<file path="src/rtl/core/fpalu_mul.sv">
// Registered 32x32 unsigned magnitude multiplier.
`default_nettype none

module fpalu_mul (
    input  wire logic        aclk,
    input  wire logic        en,
    input  wire logic [31:0] ma,
    input  wire logic [31:0] mb,
    output logic      [63:0] prod_reg
);

    // One product per cycle, held while the pipeline is stalled.
    always_ff @(posedge aclk) begin
        if (en) begin
            prod_reg <= 64'(ma) * 64'(mb);
        end
    end

endmodule

`default_nettype wire

</file>
<file path="config.mk">
export PLATFORM = sky130hd
export DESIGN_NAME = fpalu_mul
export DESIGN_NICKNAME = d
export VERILOG_FILES = /design/src/rtl/core/fpalu_mul.sv
export SDC_FILE = /design/constraint.sdc
export NUM_CORES = 2
export LEC_CHECK = 0
export ABC_AREA = 1
export BUFFER_PORTS_ARGS = -buffer_cell sky130_fd_sc_hd__buf_4
export CORE_UTILIZATION = 50
export DETAILED_ROUTE_END_ITERATION = 10
export PLACE_DENSITY = 0.66
export SLEW_MARGIN = 20
export SYNTH_ARGS = -nofsm -noshare
export SYNTH_HDL_FRONTEND = slang
export SYNTH_SLANG_ARGS = --single-unit
</file>
<file path="constraint.sdc">
create_clock -name aclk -period 8.8 [get_ports aclk]
set_input_delay 0.88 -clock aclk [delete_from_list [all_inputs] [get_ports aclk]]
set_output_delay 0.88 -clock aclk [all_outputs]
set_load 0.01 [all_outputs]
</file>
=== Word level (Yosys, flattened, before mapping) ===
Cells that the tools add are included.

* Register bits after elaboration: 64
* Input bits: 66

* Multipliers: 1

{| class="wikitable"
|+ Operators by type and width
! cell !! number
|-
| 32-bit by 32-bit multiplier with 64-bit output || 1
|}

=== Depth between registers and ports, before layout ===
* Depth after elaboration: 1
* Mapped depth: 30
* Depth with buffers taken out: 29

=== Least setup slack after synthesis ===
No wires, ideal clock.

* Path kind: input to register
* Start: input ma[25]
* End: register prod_reg[60], data pin
* Stages on the path: 26
* Buffers on the path: 1
* Data required time: 8.548 ns
* Arrival time: 6.582 ns
* Library setup time: 0.252 ns
* Setup slack: 1.965 ns
* Cell sequence: clkbuf_1 -> nand2_1 -> fa_1 -> inv_1 -> fa_1 -> inv_1 -> fa_1 -> inv_1 -> fa_1 -> fa_1 -> fa_1 -> fa_1 -> inv_1 -> fa_1 -> inv_1 -> ha_1 -> nand2_1 -> nand2_1 -> a21oi_1 -> nand2_1 -> nand2_1 -> nand2_1 -> a21oi_1 -> nand2_1 -> nand2_1 -> nand2_1

* Cells in the longest elaborated chain, start to end: 1

{| class="wikitable"
|+ RTL lines
! element !! RTL line !! text
|-
| start, declared || 7 || <nowiki>input wire logic [31:0] ma,</nowiki>
|-
| 32-bit by 32-bit multiplier with 64-bit output || 15 || <nowiki>prod_reg <= 64'(ma) * 64'(mb);</nowiki>
|-
| end signal, assigned || 15 ||
|-
| end, declared || 9 || <nowiki>output logic [63:0] prod_reg</nowiki>
|}

Every way passes these cells.
A chain may end at the register's enable or synchronous reset.

=== Final worst setup path ===
* Start: input mb[23]
* End: register prod_reg[32], data pin

* Cells in the longest elaborated chain, start to end: 1

{| class="wikitable"
|+ RTL lines
! element !! RTL line !! text
|-
| start, declared || 8 || <nowiki>input wire logic [31:0] mb,</nowiki>
|-
| 32-bit by 32-bit multiplier with 64-bit output || 15 ||
|}

Every way passes these cells.

==> flow_summary.toml <==
[timing]
tns_ns = 0
setup_viol = 0
fmax_ghz = 0.136
finalCritPeriodShare_pct = 83.3
slew_viol_final = 0
worstMarginPinSlew_ns = 0.890
max_slew_margin_pct = 40.7
hold_ws_ns = 1.09
rsz0062_at_grt = "no"
hold_violations = 0
period_needed_ns = 7.33

[critical_path]
worst_ep_arrival_time_ns = 7.42
startpoint_type = "input pin"
crit_fanout = 32
cp.required_ns = 8.89
critical_path_class = "input pin to flop"
worst_setup_path_end_kind = "flop"

[yosys]
netlist.area_leader.share_pct = 47.2
synth_top_family_by_area = "adder cells"
synth_warnings = 0
synthCells = 5023
yosys.area.top_type = "fa_1"
synth_nets = 6248
avgSynthCellArea_um2 = 7.57
synth_seq_cells = 64
yosysSeqAreaShare_pct = 5.05
yosys.area_share.simple_pct = 18.5
syn-cell-area_um2 = 38000
synth.distinct_cells = 23
synth_fa_ha_area_share_pct = 55.8
synth_compound_area_share_pct = 0.839
synth_area_leaders = "fa_1 (47%), inv_1 (17%), nand2_1 (15%)"
synthMuxAreaShare_pct = 0
synth_xor_area_share_pct = 0.806

[layout]
stdcell_count = 5947
nNetsFinal = 6197
final_cell_mix = "inv_1 (1723), nand2_1 (1566), fa_1 (896)"
largest_reg_flops = 64
area_delta_synth_final_pct = 4.66
drive_gt1_share_pct = 4.22
layout_commonest_cell = "inv_1"
fin_util_pct = 53.2

[min_path]
holdCritStartpoint = "mb[0]"
hold_path_class = "input pin to flop"
whs_path_depth = 3
min_to = "prod_reg[0]"

[clocking]
hold_buffers = 0
cts.path.max_buffers = 2
root_buffer = "clkbuf_16"
cts_tree = "built"
post_cts_buffers = 0
ctsResizeCount = 0
h-tree-depth = 3
cts_buffers = 9
path_clk_slew_ns = 0.07
cts_sinks = 64

[placement]
gp_congestion = 0.979
hpwl_mm = 83.2
port_buffers = 129
place_inst = 5930

[floorplanning]
core_area_um2 = 74800
row_count = 100
start_util_pct = 50.8
die_width_um = 278
fp.dieH_um = 278
dieArea_um2 = 77200
io_pins = 130

[global_route]
grt_overflow = 0
grt.total_usage_pct = 27.3
antenna_found_initial = 1
grt_max_degree = 65
grt_pass1_vias = 31050
grt_pass1_wl_mm = 166

[detailed_routing]
remaining_drc_errors = 0
wl_mm = 100
dr_total_vias = 29331
via_per_inst = 4.93
drtIter0Drc = 1906
dr.pass1.iters = 5
wl_per_cell_um = 16.9
drtAntennaViolNets = 0

[flow_run]
maxCapViolations = 0

[status]
outcome = "finished, final reports clean"
final cells by class:
| class | count | area (um2) |
|---|---|---|
| clock buffers | 9 | 225 |
| flip-flops and latches | 64 | 1920 |
| diodes | 1 | 2.50 |
| well taps | 969 | 1210 |
| inverters | 1735 | 6510 |
| clock inverters | 7 | 78.8 |
| fillers | 7253 | 35000 |
| repair buffers | 130 | 976 |
| multi-input cells | 3032 | 28900 |
per-layer routing:
layer	global-route usage, %	part of all wire, %	vias up
met5	0	0	-
met4	6.54	2.6	0
met3	2.19	5.1	152
met2	48.2	51	866
met1	36.5	42	14741
li1	-	-	13572
synth_stat cells:
master	instances
a21oi_1	43
clkbuf_1	192
edfxtp_1	64
fa_1	896
ha_1	263
inv_1	1723
inv_2	12
nand2_1	1566
nand2_2	15
nand3_1	56
nand3_2	9
nand4_1	16
nor2_1	81
nor2_2	14
nor2_4	6
nor3_1	11
nor3_2	6
nor3_4	1
o21ai_0	2
o21bai_1	11
o21bai_2	1
xnor2_1	2
xor2_1	33
critical path, cell delays in order:
cell      delay (ns)
buf_4           0.37
nand2_1         0.16
fa_1            0.57
inv_1           0.05
fa_1            0.50
inv_1           0.05
fa_1            0.53
inv_1           0.05
fa_1            0.48
fa_1            0.54
fa_1            0.43
fa_1            0.55
fa_1            0.46
ha_1            0.46
nand2_1         0.14
nor2_1          0.16
inv_2           0.08
nor2_4          0.12
inv_2           0.07
o21bai_2        0.16
inv_1           0.06
nand2_1         0.13
xor2_1          0.40
how the worst max path moves through the flow:
| stage | start | to | slack, ns | cells past startpoint |
|---|---|---|---|---|
| finish | mb[23] | prod_reg[32] | 1.47 | 23 |
| global route | ma[16] | prod_reg[32] | 1.26 | 23 |
| CTS | mb[23] | prod_reg[32] | 1.44 | 23 |
| detailed placement | mb[23] | prod_reg[32] | 1.11 | 23 |
| global placement | ma[7] | prod_reg[32] | 1.16 | 23 |
| floorplan | ma[25] | prod_reg[60] | 1.97 | 26 |
logic make-up after synthesis:
family	Yosys count
AND/OR/NAND/NOR	1781
adder cells (fa/ha/maj)	1159
AO/OA/AOI/OAI	57
buffers and inverters	1927
XOR/XNOR	35
flip-flops	64
per-stage QoR:
stage | instance area (um2) | setup WS (ns)
after floorplan | 38000 | 1.97
after global placement | 39500 | 1.16
after detailed placement | 39500 | 1.11
after CTS | 39800 | 1.44
after global routing | 39800 | 1.26
final | 39800 | 1.47
Power is not shown: default switching activity piles up to over one toggle a cycle in this logic, so the estimate is an artifact.
