### src/rtl/core/fpalu_pkg.sv
// Shared types and constants for the Q24.8 fixed-point ALU.
`default_nettype none

package fpalu_pkg;

    // Operation codes carried in the operation field.
    typedef enum logic [3:0] {
        OP_ADD      = 4'd0,
        OP_SUB      = 4'd1,
        OP_MUL      = 4'd2,
        OP_DIV      = 4'd3,
        OP_MIN      = 4'd4,
        OP_MAX      = 4'd5,
        OP_INC      = 4'd6,
        OP_DEC      = 4'd7,
        OP_FROM_INT = 4'd8,
        OP_TO_INT   = 4'd9
    } op_t;

    // Saturation bounds of the signed 32-bit result.
    localparam logic [31:0] SAT_POS = 32'h7FFF_FFFF;
    localparam logic [31:0] SAT_NEG = 32'h8000_0000;

    // One input item.
    typedef struct packed {
        logic [3:0]         operation;
        logic signed [31:0] operand_a;
        logic signed [31:0] operand_b;
    } in_item_t;

    // One result item.
    typedef struct packed {
        logic signed [31:0] result_value;
        logic               a_greater;
        logic               a_less;
        logic               a_equal;
        logic               divide_by_zero;
        logic               overflow;
    } out_item_t;

    // Data that travels beside the divider stages.
    typedef struct packed {
        logic [3:0]  op;
        logic [31:0] simple;
        logic [31:0] ma;
        logic [31:0] mb;
        logic        neg;
        logic        gt;
        logic        lt;
        logic        eq;
        logic        dbz;
    } side_t;

endpackage

`default_nettype wire

### src/rtl/core/fpalu_skid.sv
// Output register with a skid stage that parts the pipeline from the result channel.
`default_nettype none

module fpalu_skid (
    input  wire logic                 aclk,
    input  wire logic                 aresetn,
    input  wire logic                 in_valid,
    input  wire fpalu_pkg::out_item_t in_data,
    output logic                      full,
    output logic                      m_valid,
    input  wire logic                 m_ready,
    output fpalu_pkg::out_item_t      m_item
);

    import fpalu_pkg::*;

    logic      out_valid_reg;
    out_item_t out_data_reg;
    logic      skid_valid_reg;
    out_item_t skid_data_reg;
    logic      push;
    logic      load_out;

    // An item arrives only while the skid stage is empty.
    assign push     = in_valid & ~skid_valid_reg;
    assign load_out = ~out_valid_reg | m_ready;

    // Control state.
    always_ff @(posedge aclk) begin
        if (!aresetn) begin
            out_valid_reg  <= 1'b0;
            skid_valid_reg <= 1'b0;
        end else if (load_out) begin
            out_valid_reg  <= skid_valid_reg | push;
            skid_valid_reg <= 1'b0;
        end else if (push) begin
            skid_valid_reg <= 1'b1;
        end
    end

    // Payload.
    always_ff @(posedge aclk) begin
        if (load_out) begin
            out_data_reg <= skid_valid_reg ? skid_data_reg : in_data;
        end else if (push) begin
            skid_data_reg <= in_data;
        end
    end

    assign full    = skid_valid_reg;
    assign m_valid = out_valid_reg;
    assign m_item  = out_data_reg;

endmodule

`default_nettype wire

### config.mk
export PLATFORM = sky130hd
export DESIGN_NAME = fpalu_skid
export DESIGN_NICKNAME = d
export VERILOG_FILES = /design/src/rtl/core/fpalu_pkg.sv /design/src/rtl/core/fpalu_skid.sv
export SDC_FILE = /design/constraint.sdc
export NUM_CORES = 1
export LEC_CHECK = 0
export CORE_MARGIN = 10
export CORE_UTILIZATION = 50
export CTS_CLUSTER_SIZE = 25
export DETAILED_ROUTE_END_ITERATION = 12
export DONT_BUFFER_PORTS = 1
export PLACE_DENSITY = 0.64
export SLEW_MARGIN = 20
export SYNTH_ARGS = -nofsm -noshare
export SYNTH_HDL_FRONTEND = slang
export SYNTH_SLANG_ARGS = --single-unit
export TNS_END_PERCENT = 50
### constraint.sdc
create_clock -name aclk -period 13.7 [get_ports aclk]
set_clock_uncertainty 0.1 [all_clocks]
set_input_delay 0.685 -clock aclk [delete_from_list [all_inputs] [get_ports aclk]]
set_output_delay 0.685 -clock aclk [all_outputs]
set_load 0.03 [all_outputs]
# After elaboration in Yosys (flattened, before gate mapping)

Cells that the tools add are included.

Flip-flop bits (word level): 76
Input bits: 41
Output and inout port bits: 39
Word-level logic and storage cells: 24

Mux-type cells: 1
Bitwise operators: 7
Reduce and logical (&&, ||, !) cells: 2

Operators by type and width:

| cell             | number |
|---|---|
| $mux 37          | 1 |
| $not 1->1        | 4 |
| $or 1x1->1       | 2 |
| $reduce_and 2->1 | 1 |
| $reduce_or 2->1  | 1 |
| $and 1x1->1      | 1 |

# Depth between registers and ports, before layout

Gate-level depths: netlist of the first run.

Depth after elaboration: 4
Gate-level depth with buffers: 4
Gate-level depth less buffers: 2

# Least setup slack after synthesis of the first run

No wires, ideal clock.

Kind: input to register
Start: input port m_ready
End: register skid_data_reg[0] in the netlist's numbering, enable pin
Library setup time: 0.485 ns
Data arrival time: 4.482 ns
Data required time: 13.115 ns
Path slack: 8.633 ns
Stages: 2
Buffers on the path: 0
Cell sequence: nand2b_1 > nor3b_1

Word-level cells in the longest chain between the ends: 3

Ends and longest elaborated chain:

| element                           | RTL line         | text |
|---|---|---|
| start: declaration                | fpalu_skid.sv:11 | `input wire logic m_ready,` |
| $or 1x1->1                        | fpalu_skid.sv:26 | `assign load_out = ~out_valid_reg \| m_ready;` |
| $not 1->1 (no source line)        | -                |  |
| $reduce_and 2->1 (no source line) | -                |  |
| end signal: assignment            | fpalu_skid.sv:46 | `skid_data_reg <= in_data;` |
| end: declaration                  | fpalu_skid.sv:20 | `out_item_t skid_data_reg;` |

No other way between the ends.
A chain may end at the register's enable or synchronous reset.

# Final worst setup path of the first run

Start: register out_valid_reg, in the netlist m_valid
End: register skid_data_reg[7] in the netlist's numbering, enable pin

Word-level cells in the longest chain between the ends: 4

Ends and longest elaborated chain:

| element                           | RTL line         | text |
|---|---|---|
| start: declaration                | fpalu_skid.sv:17 | `logic out_valid_reg;` |
| start signal: assignment          | fpalu_skid.sv:34 | `out_valid_reg <= skid_valid_reg \| push;` |
| $not 1->1                         | fpalu_skid.sv:26 |  |
| $or 1x1->1                        | fpalu_skid.sv:26 |  |
| net load_out                      | fpalu_skid.sv:22 | `logic load_out;` |
| $not 1->1 (no source line)        | -                |  |
| $reduce_and 2->1 (no source line) | -                |  |

The timed path passes the listed nets, and every way through them passes these cells.

==> impl_results.md, run 1 <==
- Status: complete, no violations
- Cell taking the most area after synthesis: edfxtp_1
- Site Rows: 27
- Placement Cell Area: 0.00286 mm²
- First-pass iteration count of the detailed router: 4
- Post-DRT Antenna Nets: 0
- Slack of the worst reg-to-reg path: 11.42 ns
- Top-area cell type share of the netlist area: 0.799
- Syn_nets: 163
- Simple logic cell fraction of the synthesized area: 0.0108
- Peak VDD IR: 0.0983 mV
- Hold Vio Cnt, Final: 0
- P per Cell Area: 157 mW/mm²
- Yosys Warn Count: 0
- Hold depth: 0
- Worst reg2reg endpoint: skid_data_reg[7]
- Clock share of power: 0.367
- WHS: 0.335 ns
- H-tree depth: 3
- Post_cts resized: 0
- Via count of the first global-routing pass: 1219
- Crit path cell chain: nand2b_2 > nor3b_2 > buf_4
- Syn avg cell area: 22.8 µm²
- Die X: 94.6 µm
- Int Pwr: 377 µW
- Global-route wire length before repair: 7100 µm
- Die height: 94.6 µm
- Reg-to-reg startpoint: m_valid
- Combinational Power Share: 0.025
- Mapped Cells: 122
- Leak Pwr: 1.03 nW
- Clock Latency Late Sink: 0.34 ns
- Pre-CTS WS: 11.18 ns
- Critical-path top delay cell: nand2b_2
- CTS tree: built
- Synth cell types: 12
- Mux contribution to synthesized area: 0.161
- Post-synthesis sequential area ratio: 0.813
- Routed vias: 1110
- Part of the power in registers: 0.607
- Final setup violation count: 0
- Remaining DRCs: 0
- Compound-Gate Fraction of Synth Area: 0.00270
- Worst Tran Pin Value: 1.03 ns
- Fin worst setup slack: 11.42 ns
- Fmax: 0.438 GHz
- #FFs+latches synth: 76
- Synth top area cells: edfxtp_1, mux2_2, mux2_4, dfxtp_1, buf_8
- CTS Root Cell: clkbuf_8
- Drt total wl: 4900 µm
- Initial DRC Count: 43
- Critical-path maximum fanout: 40
- Fillers: 409
- Crit path arrival time: 2.21 ns
- Family with the most delay on the worst path: simple AND/OR/NAND/NOR gates
- Die Footprint: 0.00895 mm²
- CTS buffer count: 9
- Reg2Reg Depth: 3
- WS Path Type: reg -> reg
- Startpoint types: register
- Slew Viols, Final: 0
- Worst-path clk slew: 0.08 ns
- Minimum clock period after layout: 2.29 ns
- Largest net degree at the start of global routing: 41
- Hold WC Path Type: in -> reg
- Max-cap viol count: 0
- Total GRT Usage: 0.111
- Hold-fix buffers, CTS: 0
- Antenna diode count: 0
- Hold EP: skid_data_reg[31]
- Buffers on Ports: 0
- Share of cells above drive strength 1: 0.419
- Buf/Inv on CP: 1
- Nets: 172
- DP HPWL: 3340 µm
- WL/cell: 23.5 µm
- Grt total ovfl: 0
- Setup_tns: 0 ns
- Final Instance Area: 0.00307 mm²
- Clock Path Buffers: 2
- Sw frac: 0.217
- Post-CTS setup buffers: 0
- Via-to-Cell Ratio: 5.34
- GPL Wtd Cong: 0.677
- Switching power: 105 µW
- Unrepaired setup endpoints after global routing: false
- Crit end category: register
- Initial Util: 0.512
- CTS sink cnt: 76
- Synth Area in XOR/XNOR: 0
- Rel. slew slack: 0.315
- Largest family of logic cells by synthesized area: multiplexers
- Crit-path max cell delay: 0.64 ns
- Ports: 80
- Post-Synth Adder-Cell Area: 0
- Layout area overhead: 10.3%
- Core Region: 0.00544 mm²
- Initial antenna violation count: 0
- WP data required: 13.62 ns
- Final period util: 0.167
- Cell Area, Synth: 0.00278 mm²
- Hold wc startpoint: in_data[31]
[power by group through the flow]
stage,Combinational (mW),Sequential [mW],Clock (mW)
after floorplan,0.0112,0.295,0
final,0.0122,0.292,0.177
after CTS,0.0126,0.293,0.182
after global placement,0.0118,0.298,0
after global routing,0.0135,0.294,0.190
after detailed placement,0.0126,0.298,0
[per-stage QoR]
step | utilization | total power [mW] | instances
finish | 0.564 | 0.481 | 208
global route | 0.564 | 0.497 | 208
detailed placement | 0.526 | 0.311 | 192
global placement | 0.526 | 0.310 | 192
CTS | 0.564 | 0.488 | 208
floorplan | - | 0.306 | 122
[final cells by class]
| class | count | area, µm² | share of cell area |
|---|---|---|---|
| Sequential cell | 76 | 2270 | 0.738 |
| Multi-Input combinational cell | 42 | 492 | 0.160 |
| Clock buffer | 10 | 128 | 0.0416 |
| Tap cell | 72 | 90.1 | 0.0294 |
| Clock inverter | 6 | 78.8 | 0.0257 |
| Timing Repair Buffer | 2 | 15.0 | 0.00489 |
[synth_stat cells]
| cell type | n |
|---|---|
| buf_8 | 1 |
| nor3b_2 | 1 |
| nor2_1 | 1 |
| nand2b_1 | 1 |
| a21boi_1 | 1 |
| buf_6 | 1 |
| nor3b_1 | 1 |
| dfxtp_1 | 2 |
| mux2_4 | 8 |
| mux2_2 | 29 |
| buf_2 | 2 |
| edfxtp_1 | 74 |
[layout by cell type, fill, tap and decap left out, types with 2 or more instances in the layout]
cell and n:
mux2_2 29, bufinv_16 2, clkinv_2 3, edfxtp_1 74, nor3b_2 2, clkbuf_8 9
buf_4 2, mux2_4 8
[cells by family (layout without fill, tap and decap cells)]
family | count (synthesis) | in the layout
compound gates | 1 | 1
mux | 37 | 37
buf+inv | 4 | 18
simple gates | 4 | 4
flops | 76 | 76
[how the worst max path moves through the flow]
stage | from | end | slack (ns) | cells past startpoint
detailed placement | m_ready | skid_data_reg[3] | 11.18 | 3
floorplan | m_ready | skid_data_reg[0] | 8.63 | 2
CTS | m_valid | skid_data_reg[13] | 11.35 | 3
global route | m_valid | skid_data_reg[13] | 11.21 | 3
global placement | m_ready | skid_data_reg[13] | 11.27 | 3
finish | m_valid | skid_data_reg[7] | 11.42 | 3
[metal layers]
| metal | wire (µm) | up-vias | track usage |
|---|---|---|---|
| li1 | - | 504 | - |
| met1 | 1850 | 548 | 0.117 |
| met2 | 2440 | 50 | 0.165 |
| met3 | 531 | 8 | 0.0706 |
| met4 | 71 | 0 | 0.0673 |
| met5 | 0 | - | 0 |
(Power assumes the default switching activity.)
==> inputs of run 2 (changes only) <==
- ABC_AREA: unset -> 1
- PLACE_DENSITY: 0.64 -> 0.67
- clock period: 13.7 -> 1.85 ns (I/O delays scaled with it)
==> impl_results.md, run 2 <==
- Int Pwr: 2.57 mW
- First-pass iteration count of the detailed router: 4
- Leak Pwr: 1.34 nW
- Synth Flop Type: edfxtp_1
- Post-CTS setup buffers: 0
- Peak VDD IR: 0.612 mV
- Post_cts resized: 0
- Routed vias: 1582
- Rel. slew slack: 0.685
- Unrepaired setup endpoints after global routing: false
- GPL Wtd Cong: 0.634
- Buffers on Ports: 0
- Die Footprint: 0.00890 mm²
- Cell Area, Synth: 0.00277 mm²
- Worst Tran Pin Value: 0.473 ns
- Initial DRC Count: 80
- Antenna diode count: 0
- Setup_tns: 0 ns
- Synth top area cells: edfxtp_1, nand2_1, dfxtp_1, buf_4, buf_2
- Cell taking the most area after synthesis: edfxtp_1
- Number of synthesized flops with an enable pin: 74
- Switching power: 809 µW
- Asr flop ratio synth: 0
- Largest net degree at the start of global routing: 41
- Initial Util: 0.508
- Post-synthesis sequential area ratio: 0.818
- Top-area cell type share of the netlist area: 0.804
- Part of the power in registers: 0.649
- Remaining DRCs: 0
- Max-cap viol count: 0
- H-tree depth: 3
- Clock share of power: 0.296
- Syn avg cell area: 13.5 µm²
- CTS tree: built
- Mapped Cells: 205
- Critical-path top delay cell: dlygate4sd3_1
- Initial antenna violation count: 0
- Commonest cells in the netlist: nand2_1, edfxtp_1, buf_2, buf_4, nor2_1
- Die X: 94.4 µm
- Sw frac: 0.240
- Fmax: 0.582 GHz
- Final setup violation count: 0
- CTS buffer count: 9
- Die height: 94.4 µm
- Crit-path max cell delay: 0.58 ns
- Core Region: 0.00544 mm²
- Slew Viols, Final: 0
- CTS sink cnt: 76
- Grt total ovfl: 0
- Worst-path clk slew: 0.07 ns
- Clock Latency Late Sink: 0.33 ns
- Drt total wl: 5420 µm
- Via-to-Cell Ratio: 4.79
- Status: complete, no violations
- Share of cells above drive strength 1: 0.0736
- CTS Root Cell: clkbuf_8
- Minimum clock period after layout: 1.72 ns
- P per Cell Area: 982 mW/mm²
- #FFs+latches synth: 76
- Clock Path Buffers: 2
- Combinational Power Share: 0.055
- Syn_nets: 246
- Via count of the first global-routing pass: 1689
- Yosys Warn Count: 0
- Critical-path maximum fanout: 40
- Post-DRT Antenna Nets: 0
- WP data required: 2.01 ns
- Hold-fix buffers, CTS: 41
- Nets: 294
- Synth cell types: 11
- Power, Total: 3.38 mW
- Hold WC Path Type: in -> reg
- Ports: 80
- Global-route wire length before repair: 8470 µm
- Startpoint types: register
- Site Rows: 27
- WS Path Type: reg -> reg
- DP HPWL: 3480 µm
- Final period util: 0.928
- Total GRT Usage: 0.125
- Crit end category: register
- WL/cell: 16.4 µm
- Cell with the most instances after synthesis: nand2_1
- Crit path cell chain: buf_4 > o21ai_0 > dlygate4sd3_1 > nand2_1
- Most common cell after layout, fill and taps aside: nand2_1
- Hold Vio Cnt, Final: 0
- Crit path arrival time: 1.87 ns
- Layout area overhead: 24.4%
- Commonest non-fill, non-tap cells in the layout: nand2_1, edfxtp_1, dlygate4sd3_1, clkbuf_8
## run 2: cell count changes in the layout (fill, tap and decap cells not counted), moves of 2 or more
cell / change
bufinv_16: -2
clkbuf_1: +2
clkinv_1: +2
clkinv_2: -2
dfxtp_2: +2
dlygate4sd3_1: +41
mux2_2: -29
mux2_4: -8
nand2_1: +113
nor3b_2: -2
## run 2: final cells by class
class / instances / area (µm²)
Clock inverter: 4 / 16.3
Fill cell: 412 / 2000
Clock buffer: 12 / 135
Tap cell: 72 / 90.1
Sequential cell: 76 / 2260
Timing Repair Buffer: 45 / 453
Inverter: 2 / 7.51
Multi-Input combinational cell: 119 / 473
## run 2: logic make-up (layout without fill, tap and decap cells)
| kind of cell | count (synthesis) | after routing | synth area share |
|---|---|---|---|
| simple gates | 118 | 118 | 0.161 |
| compound gates | 1 | 1 | 0.00181 |
| flops | 76 | 76 | 0.818 |
| buf+inv | 10 | 63 | 0.0195 |
## run 2: per-stage QoR
stage | setup slack, ns | instance area, µm² | utilization | instances | hold WS, ns
4_1_cts | 0.115 | 3440 | 0.632 | 330 | 0.0521
3_5_place_dp | 0.385 | 2880 | 0.529 | 273 | 0.0915
5_1_grt | 0.0634 | 3440 | 0.632 | 330 | 0.0820
6_report | 0.133 | 3440 | 0.632 | 330 | 0.0804
3_3_place_gp | 0.414 | 2880 | 0.529 | 273 | 0.0915
2_1_floorplan | 0.0355 | 2790 | - | 205 | 0.0914
## run 2: worst paths after layout
check                                 startpoint        end  slack [ns]  depth (start not counted)
worst max register to register              full    m_valid        0.13                          4
worst max-delay path                        full    m_valid        0.13                          4
worst min-delay path                     m_ready  m_item[4]        0.08                          2
worst min register to register  skid_data_reg[4]  m_item[4]        0.42                          2
## run 2: worst max-delay path, delay by kind of cell (launching register included)
family / cells / cell delay, ns
and+or+nand+nor: 1 / 0.07
DFF: 1 / 0.33
buffers and inverters: 2 / 1.00
AOI/OAI and AO/OA: 1 / 0.15
## run 2: power groups by stage
stage	logic [mW]	registers, mW	clock network (mW)
6_report	0.186	2.19	0.999
5_1_grt	0.210	2.20	1.10
4_1_cts	0.188	2.20	1.04
3_5_place_dp	0.108	2.23	0
3_3_place_gp	0.104	2.23	0
2_1_floorplan	0.0802	2.21	0
## run 2: routing by layer
metal	wire, µm	up-vias	share of wire	global-route usage
li1	-	795	-	-
met1	2060	718	0.38	0.136
met2	2750	59	0.51	0.203
met3	519	10	0.096	0.0547
met4	86	0	0.016	0.0646
met5	0	-	0	0
==> inputs of run 3 (changes only) <==
- REMOVE_ABC_BUFFERS: unset -> 1
==> impl_results.md, run 3 (synthesis results as in run 2) <==
- CTS sink cnt: 76
- Layout area overhead: 26.4%
- WS Path Type: reg -> reg
- Int Pwr: 2.84 mW
- Fin worst setup slack: 0.213 ns
- Max-cap viol count: 0
- Final Instance Area: 0.00349 mm²
- DP HPWL: 3540 µm
- Leak Pwr: 1.38 nW
- Slew Viols, Final: 0
- Utilization after layout: 0.643
- Fmax: 0.611 GHz
- CTS Root Cell: clkbuf_8
- Combinational Power Share: 0.052
- Part of the power in registers: 0.587
- Rel. slew slack: 0.672
- Crit end category: register
- Initial antenna violation count: 0
- Routed vias: 1636
- Final period util: 0.885
- Most common cell after layout, fill and taps aside: nand2_1
- WP data required: 1.97 ns
- Worst Tran Pin Value: 0.492 ns
- Critical-path maximum fanout: 40
- Remaining DRCs: 0
- CTS buffer count: 9
- Fillers: 390
- Core Region: 0.00544 mm²
- Sw frac: 0.235
- P per Cell Area: 1060 mW/mm²
- Nets: 296
- Initial Util: 0.508
- Max Used Layer: met4
- Clock share of power: 0.361
- Unrepaired setup endpoints after global routing: false
- Clock Path Buffers: 2
- Placement Cell Area: 0.00287 mm²
- Status: complete, no violations
- Antenna diode count: 0
- Crit path arrival time: 1.76 ns
- CTS tree: built
- Die Footprint: 0.00890 mm²
- Post-CTS setup buffers: 0
- Largest net degree at the start of global routing: 41
- M1 WL: 2360 µm
- Post-DRT Antenna Nets: 0
- Via count of the first global-routing pass: 1694
- Minimum clock period after layout: 1.64 ns
- Hold WC Path Type: in -> reg
- Worst-path clk slew: 0.08 ns
- H-tree depth: 3
- Metal2 WL: 2820 µm
- Power, Total: 3.72 mW
- Initial DRC Count: 75
- Die X: 94.4 µm
- Peak VDD IR: 0.622 mV
- Commonest non-fill, non-tap cells in the layout: nand2_1, edfxtp_1, dlygate4sd3_1, clkbuf_8, buf_4
- Buffers on Ports: 0
- Share of cells above drive strength 1: 0.0962
- Startpoint types: register
- Switching power: 875 µW
- GPL Wtd Cong: 0.635
- WL/cell: 17.2 µm
- Grt total ovfl: 0
- WL met3: 483 µm
- Drt total wl: 5720 µm
- Site Rows: 27
- Clock Latency Late Sink: 0.33 ns
- Register Area: 0.00226 mm²
- Ports: 80
- First-pass iteration count of the detailed router: 4
- Final setup violation count: 0
- Multi-input gate area: 459 µm²
- Pre-CTS WS: 0.533 ns
- Global-route wire length before repair: 8820 µm
- Via-to-Cell Ratio: 4.93
- Total GRT Usage: 0.131
- Die height: 94.4 µm
- Hold Vio Cnt, Final: 0
[run 3: cell types whose count changed in the layout (fill, tap and decap cells not counted), sizes merged]
cell	before	now
bufinv	0	2
buf	4	6
clkinvlp	0	3
clkbuf	12	9
clkinv	4	2
[run 3: final timing paths]
check                     end  cells past startpoint  slack [ns]         startpoint
min reg2reg        m_item[27]                      2        0.42  skid_data_reg[27]
max                   m_valid                      4        0.21               full
min          skid_data_reg[6]                      3        0.18           in_valid
max reg2reg           m_valid                      4        0.21               full
[run 3: cell type report]
cell class | count | area share
sequential | 76 | 0.648
clock buffer | 9 | 0.0354
timing repair buffer | 47 | 0.131
multi-input combinational | 119 | 0.131
tap | 72 | 0.0258
inverter | 2 | 0.00215
clock inverter | 7 | 0.0261
[run 3: what timing repair did]
action,CTS,global route
endpoints found under the hold margin,76,0
gates resized for setup,0,1
hold buffers,41,0
endpoints found under the setup margin,0,1
[run 3: critical path, stage by stage (launching register included)]
cell and delay [ns]:
dfxtp_2 0.33, buf_6 0.22, o21ai_0 0.23, nand2_1 0.08
dlygate4sd3_1 0.56
[run 3: power groups by stage]
stage / Combinational, mW / Clock, mW / Sequential, mW
after detailed placement: 0.112 / 0 / 2.23
after CTS: 0.192 / 1.37 / 2.19
final: 0.192 / 1.34 / 2.18
after global routing: 0.216 / 1.43 / 2.20
after floorplan: 0.0680 / 0 / 2.22
after global placement: 0.106 / 0 / 2.23
[run 3: routing by layer]
layer	global-route usage	up-vias
li1	-	790
met1	0.155	779
met2	0.203	61
met3	0.0539	6
met4	0.0608	0
met5	0	-
[run 3: through the flow]
| stage | hold slack, ns | TNS [ns] | instances |
|---|---|---|---|
| floorplan | 0.0914 | -74.69 | 197 |
| global placement | 0.0915 | 0 | 275 |
| detailed placement | 0.0915 | 0 | 275 |
| CTS | 0.179 | 0 | 332 |
| global route | 0.183 | 0 | 332 |
| finish | 0.182 | 0 | 332 |
